<file path="config.mk">
export PLATFORM = sky130hd
export DESIGN_NAME = mcpt_mod_unit
export DESIGN_NICKNAME = d
export VERILOG_FILES = /design/src/design/mcpt_pkg.sv /design/src/design/mcpt_mod_unit.sv
export SDC_FILE = /design/constraint.sdc
export NUM_CORES = 1
export LEC_CHECK = 0
export ABC_AREA = 1
export BUFFER_PORTS_ARGS = -buffer_cell sky130_fd_sc_hd__buf_4
export CORE_ASPECT_RATIO = 0.7
export CORE_UTILIZATION = 53
export CTS_CLUSTER_DIAMETER = 50
export CTS_CLUSTER_SIZE = 14
export DETAILED_ROUTE_END_ITERATION = 8
export GPL_ROUTABILITY_DRIVEN = 0
export PLACE_DENSITY = 0.77
export SLEW_MARGIN = 5
export SYNTH_ARGS = -nofsm -noshare
export SYNTH_HDL_FRONTEND = slang
export SYNTH_SLANG_ARGS = --single-unit
</file>
<file path="constraint.sdc">
create_clock -name clk -period 2.7 [get_ports clk]
set_input_delay 0.405 -clock clk [delete_from_list [all_inputs] [get_ports clk]]
set_output_delay 0.405 -clock clk [all_outputs]
set_load 0.01 [all_outputs]
</file>
<file path="src/design/mcpt_pkg.sv">
// Shared types and constants of the periodic timer bank.
// Used by every module of the block; depends on nothing.
package mcpt_pkg;

    localparam int NUM_CHANNELS = 16;
    localparam int CH_BITS      = 4;
    localparam int TIME_BITS    = 48;
    localparam int COUNT_BITS   = 32;
    localparam int STEP_BITS    = $clog2(TIME_BITS);

    localparam logic [CH_BITS-1:0]    CH_LAST   = CH_BITS'(NUM_CHANNELS - 1);
    localparam logic [COUNT_BITS-1:0] COUNT_MAX = '1;

    // Input modes
    localparam logic [2:0] MODE_TICK   = 3'd0;
    localparam logic [2:0] MODE_CREATE = 3'd1;
    localparam logic [2:0] MODE_START  = 3'd2;
    localparam logic [2:0] MODE_PAUSE  = 3'd3;
    localparam logic [2:0] MODE_REMOVE = 3'd4;

    // Result kinds
    localparam logic [1:0] KIND_FIRED = 2'd0;
    localparam logic [1:0] KIND_QUIET = 2'd1;
    localparam logic [1:0] KIND_ACK   = 2'd2;

    typedef struct packed {
        logic [2:0]            mode;
        logic [CH_BITS-1:0]    channel;
        logic [TIME_BITS-1:0]  now_time;
        logic [TIME_BITS-1:0]  start_delay;
        logic [TIME_BITS-1:0]  fire_period;
        logic [COUNT_BITS-1:0] fire_limit;
    } req_word_t;

    typedef struct packed {
        logic [1:0]            kind;
        logic [CH_BITS-1:0]    fired_channel;
        logic                  running;
        logic [COUNT_BITS-1:0] times_fired;
        logic                  last;
    } rsp_word_t;

    typedef enum logic [2:0] {
        ST_IDLE,
        ST_CMD,
        ST_ACK,
        ST_CHK,
        ST_DIV,
        ST_FIRE,
        ST_FLUSH
    } state_t;

endpackage

</file>
<file path="src/design/mcpt_mod_unit.sv">
// Bit-serial remainder unit: dividend mod divisor, one quotient bit a cycle.
// Depends on mcpt_pkg for the time width.
module mcpt_mod_unit (
    input  logic                           clk,
    input  logic                           rst_n,
    input  logic                           start,
    input  logic [mcpt_pkg::TIME_BITS-1:0] dividend,
    input  logic [mcpt_pkg::TIME_BITS-1:0] divisor,
    output logic                           done,
    output logic [mcpt_pkg::TIME_BITS-1:0] remainder
);

    logic                           busy_reg, busy_next;
    logic                           done_reg, done_next;
    logic [mcpt_pkg::STEP_BITS-1:0] step_reg, step_next;
    logic [mcpt_pkg::TIME_BITS-1:0] dvd_reg, dvd_next;
    logic [mcpt_pkg::TIME_BITS-1:0] dvs_reg, dvs_next;
    logic [mcpt_pkg::TIME_BITS:0]   rem_reg, rem_next;
    logic [mcpt_pkg::TIME_BITS:0]   rem_shift;

    // Shift one dividend bit into the partial remainder, subtract when it fits
    always_comb
    begin
        busy_next = busy_reg;
        done_next = 1'b0;
        step_next = step_reg;
        dvd_next  = dvd_reg;
        dvs_next  = dvs_reg;
        rem_next  = rem_reg;
        rem_shift = {rem_reg[mcpt_pkg::TIME_BITS-1:0], dvd_reg[mcpt_pkg::TIME_BITS-1]};
        if (start)
        begin
            busy_next = 1'b1;
            step_next = '0;
            dvd_next  = dividend;
            dvs_next  = divisor;
            rem_next  = '0;
        end
        else if (busy_reg)
        begin
            dvd_next = {dvd_reg[mcpt_pkg::TIME_BITS-2:0], 1'b0};
            if (rem_shift >= {1'b0, dvs_reg})
                rem_next = rem_shift - {1'b0, dvs_reg};
            else
                rem_next = rem_shift;
            step_next = step_reg + 1'b1;
            if (step_reg == mcpt_pkg::STEP_BITS'(mcpt_pkg::TIME_BITS - 1))
            begin
                busy_next = 1'b0;
                done_next = 1'b1;
            end
        end
    end

    always_ff @(posedge clk or negedge rst_n)
    begin
        if (!rst_n)
        begin
            busy_reg <= 1'b0;
            done_reg <= 1'b0;
            step_reg <= '0;
        end
        else
        begin
            busy_reg <= busy_next;
            done_reg <= done_next;
            step_reg <= step_next;
        end
    end

    always_ff @(posedge clk)
    begin
        dvd_reg <= dvd_next;
        dvs_reg <= dvs_next;
        rem_reg <= rem_next;
    end

    assign done      = done_reg;
    assign remainder = rem_reg[mcpt_pkg::TIME_BITS-1:0];

endmodule
</file>
== Yosys cells after proc, flatten, opt, wreduce, memory -nomap -nowiden ==
Index checks and enable logic that the tools add are counted.
Operators by class
  multiplexer cells: 11
  magnitude comparators: 1
  add/sub/neg operators: 2
  equal/unequal tests: 1
  reductions and logical operators: 1
Operator list (count)
  two-way mux 48 bit: 3
  >= comparator 49 x 48 -> 1 bit: 1
  subtractor 48 bit: 1
  two-way mux 6 bit: 2
  adder 6 x 1 -> 6 bit, second input constant: 1
  equality test 6 bit, second input constant: 1
  two-way mux 1 bit: 6
  nonzero test 2 bit: 1
Word-level totals
  word-level logic and storage cells: 22
  output and inout port bits: 49
  bits in registers: 152

== Depth between registers and ports, before layout ==
  word-level depth: 4
  gate-level depth with buffers: 17
  gate-level depth less buffers: 16

== Worst setup path after synthesis ==
OpenSTA, ideal clock, no wires.
  kind: input -> register
  start: input start
  end: register dvd_reg[0] (netlist bit), enable pin
  cell stages on the path: 4
  arrival time: 2.356 ns
  library setup time: 0.429 ns
  slack: -0.085 ns
  required time: 2.271 ns
  path through: clkbuf_1 nor2_1 inv_1 clkbuf_1
Between the ends
  longest elaborated chain between the ends: 1
Ends and longest elaborated chain
  from (decl): RTL line mcpt_mod_unit.sv:6  | input logic start,
  nonzero test 2 bit (no line)
  to (signal assigned): RTL line mcpt_mod_unit.sv:73  | dvd_reg <= dvd_next;
  to (decl): RTL line mcpt_mod_unit.sv:16  | logic [mcpt_pkg::TIME_BITS-1:0] dvd_reg, dvd_next;
No other way between the ends.
A chain may end at the register's enable or synchronous reset.

== Final worst setup path ==
  start: register rem_reg[26] (netlist bit)
  end: register rem_reg[24] (netlist bit)
Between the ends
  longest elaborated chain between the ends: 2
Ends and longest elaborated chain
  from (decl): RTL line mcpt_mod_unit.sv:18  | logic [mcpt_pkg::TIME_BITS:0] rem_reg, rem_next;
  from (signal assigned): RTL line mcpt_mod_unit.sv:75  | rem_reg <= rem_next;
  >= comparator 49 x 48 -> 1 bit: RTL line mcpt_mod_unit.sv:42  | if (rem_shift >= {1'b0, dvs_reg})
  two-way mux 48 bit: RTL line mcpt_mod_unit.sv:42
No other way between the ends.

==> results by group <==
Clocking
  • Setup repair bufs after CTS: 0
  • CTS tree: built
  • Clock sink count: 152
  • Clock buffer count from CTS: 17
  • H-tree levels: 4
  • Clock transition at path regs: 0.07 ns
  • Bufs on Longest Clock Path: 2
  • CTS root buffer: clkbuf_16
  • Clk Latency, worst-skew pair: 0.44 ns

Synthesis
  • Gate Count Post-Synth: 1576
  • Post-synth EDFFs: 96
  • Synth top cells by count: nand2_1 (616), inv_1 (309), edfxtp_1 (96), nand3_1 (96), nor2_1 (89)
  • Number of synthesized register bits: 152
  • Ys flop type: edfxtp_1
  • Mapped Area: 10600 sq um
  • Syn Nets: 1725
  • Synth area leaders: edfxtp_1 (27%), nand2_1 (22%), inv_1 (11%)
  • Dominant cell by count in the synthesized netlist: nand2_1
  • Synth top area share: 27.1%
  • Synth cell types: 39
  • Yosys warnings: 0
  • Yosys top cell by area: edfxtp_1
  • Syn Area/Cell: 6.75 sq um
  • Seq/Total Area, Yosys: 38.0%
  • Async S/R FF share, synth: 5.26%

STA
  • Unrepaired setup endpoints after global routing: no
  • Final critical-path share of the clock period: 96.1%
  • Worst-margin pin slew: 0.678 ns
  • Hold Vio Cnt, Final: 0
  • Post-route setup TNS: 0 ns
  • Post-route minimum period: 2.59 ns
  • Max Slew Vio Count: 0
  • Final worst setup slack: 0.105 ns
  • Rel. slew slack: 54.8%
  • Worst hold slack: 0.133 ns
  • Setup-failing EPs final: 0
  • FMAX: 385 MHz
  • Worst Skew: 0.0157 ns

Cells and area
  • Post-Layout Cell Count: 1996
  • P&R area growth vs syn: 18.7%
  • Nets@finish: 1868
  • Layout cell share with drive strength beyond 1: 14.7%
  • Number of diodes: 0

Critical path
  • FF-to-FF End: rem_reg[24]$_SDFFE_PP0P_
  • CP max stage cell: ha_1
  • Critical path's largest stage delay: 0.41 ns
  • Critical Path Start: rem_reg[26]$_SDFFE_PP0P_
  • Crit-path max FO: 27
  • CP Data Required Time: 3.01 ns
  • Capture point of the worst path: rem_reg[24]$_SDFFE_PP0P_
  • Worst R2R Start: rem_reg[26]$_SDFFE_PP0P_
  • Worst Setup End Kind: flip-flop
  • Worst Reg-to-Reg Cells: 14
  • Crit-path cells: ha_1, nand2_1, inv_1, nand2_1, nand2_1, nand2_1, nand2_1, inv_2, nand2_1, a21oi_4, buf_4, nand4_1, nand3_1, o21ai_0
  • R2R setup slack: 0.11 ns
  • Crit-path most repeated cell: nand2_1
  • Startpoint types: flip-flop
  • CP arrival: 2.91 ns
  • Crit Path Class: reg2reg

Power and ir drop
  • Leak: 6.81 nW
  • Power Density: 886 nW/um^2
  • Max rail drop VDD: 0.501 mV

Route
  • 1st-pass router iterations: 6
  • Vias per cell: 5.24
  • WL per Instance: 15.4 microns
  • Final WL: 30700 microns
  • DR iter-0 viols: 1294
  • Residual DRC count: 0
  • Vias: 10500
  • Post-route ant nets: 0

Status
  • Outcome: complete, no violations

Run
  • Max Cap Viol: 0

Global routing
  • Largest net degree at the start of global routing: 74
  • First-pass GRT wire length: 49100 microns
  • Gr usage total: 31.3%
  • Vias in the first global route: 9558
  • Antenna violations before repair: 0
  • Overflow after GRT: 0

Min path
  • Hold Path Class: in2reg

Floorplan
  • Initial Util: 55.1%
  • Die area: 20600 sq um
  • Die width: 171 microns
  • # rows: 42
  • Core area: 19300 sq um
  • Ports: 148
  • Die height: 121 microns

Placed design
  • DP Wirelength: 22900 microns
  • Inst Count DP: 1963
  • Dpl ws: 0.211 ns
  • IO buf count: 147
power by group:
| group | switching, mW | internal, mW | leakage [nW] |
|---|---|---|---|
| clock network | 1.00 | 1.46 | 0.290 |
| registers | 0.302 | 2.86 | 1.50 |
| logic | 3.55 | 2.01 | 5.02 |
cell type report:
| cell class | count | area [sq um] |
|---|---|---|
| fillers | 1767 | 6660 |
| flip-flops and latches | 152 | 4040 |
| repair buffers | 164 | 1270 |
| inverters | 329 | 1230 |
| well taps | 264 | 330 |
| multi-input cells | 1055 | 5150 |
| clock buffers | 19 | 433 |
| clock inverters | 13 | 168 |
placed cells by master (no fill, tap or decap), types with 10 or more instances in the layout:
cell       instances
ha_1              49
a21oi_1           28
edfxtp_1          96
buf_4            160
inv_2             18
o21ai_0           29
nand2_1          616
nand3_2           21
inv_1            308
nand4_1           61
dfxtp_1           48
nor2_1            88
clkbuf_16         17
nand3_1           95
nor3_1            10
xnor2_1           23
per-layer routing:
layer	vias to the layer above	GRT usage, %	wire [microns]
li1	5154	-	-
met1	4661	48.2	14300
met2	601	40.7	11500
met3	53	9.43	4290
met4	0	10.2	572
met5	-	0	0
through the flow:
step | power (mW) | util [%] | instance area [sq um]
finish | 11.2 | 65.5 | 12600
detailed placement | 8.49 | 62.2 | 12000
CTS | 11.0 | 65.4 | 12600
global route | 11.9 | 65.5 | 12600
floorplan | 6.87 | - | 10600
global placement | 8.41 | 62.2 | 12000
critical path, delay by kind of cell, from the launching register on:
| kind | cells | cell delay [ns] |
|---|---|---|
| adder cells (fa/ha/maj) | 1 | 0.41 |
| buffers and inverters | 3 | 0.46 |
| AND/OR/NAND/NOR | 8 | 0.94 |
| AO/OA/AOI/OAI | 2 | 0.28 |
| flip-flops | 1 | 0.36 |
repair_timing:
action / CTS / global route
setup endpoints to repair: 0 / 16
endpoints found under the hold margin: 8 / 0
hold buffers: 1 / 0
resized for setup: 0 / 4
worst min path at each step:
| stage | slack (ns) | start | cells after the start | to |
|---|---|---|---|---|
| 2_1_floorplan | 0.11 | rst_n | 0 | busy_reg$_DFF_PN0_ |
| 3_3_place_gp | 0.23 | rst_n | 1 | step_reg[5]$_DFFE_PN0P_ |
| 3_5_place_dp | 0.23 | rst_n | 1 | step_reg[5]$_DFFE_PN0P_ |
| 4_1_cts | 0.12 | divisor[39] | 1 | dvs_reg[39]$_DFFE_PP_ |
| 5_1_grt | 0.12 | divisor[39] | 1 | dvs_reg[39]$_DFFE_PP_ |
| 6_report | 0.13 | divisor[38] | 1 | dvs_reg[38]$_DFFE_PP_ |
cells by family after synthesis:
group | share of synthesized area [%]
simple gates | 37.0
fa+ha+maj | 5.95
flops | 38.0
xor+xnor | 2.06
buf+inv | 13.8
compound gates | 3.20
(Power assumes the default switching activity.)
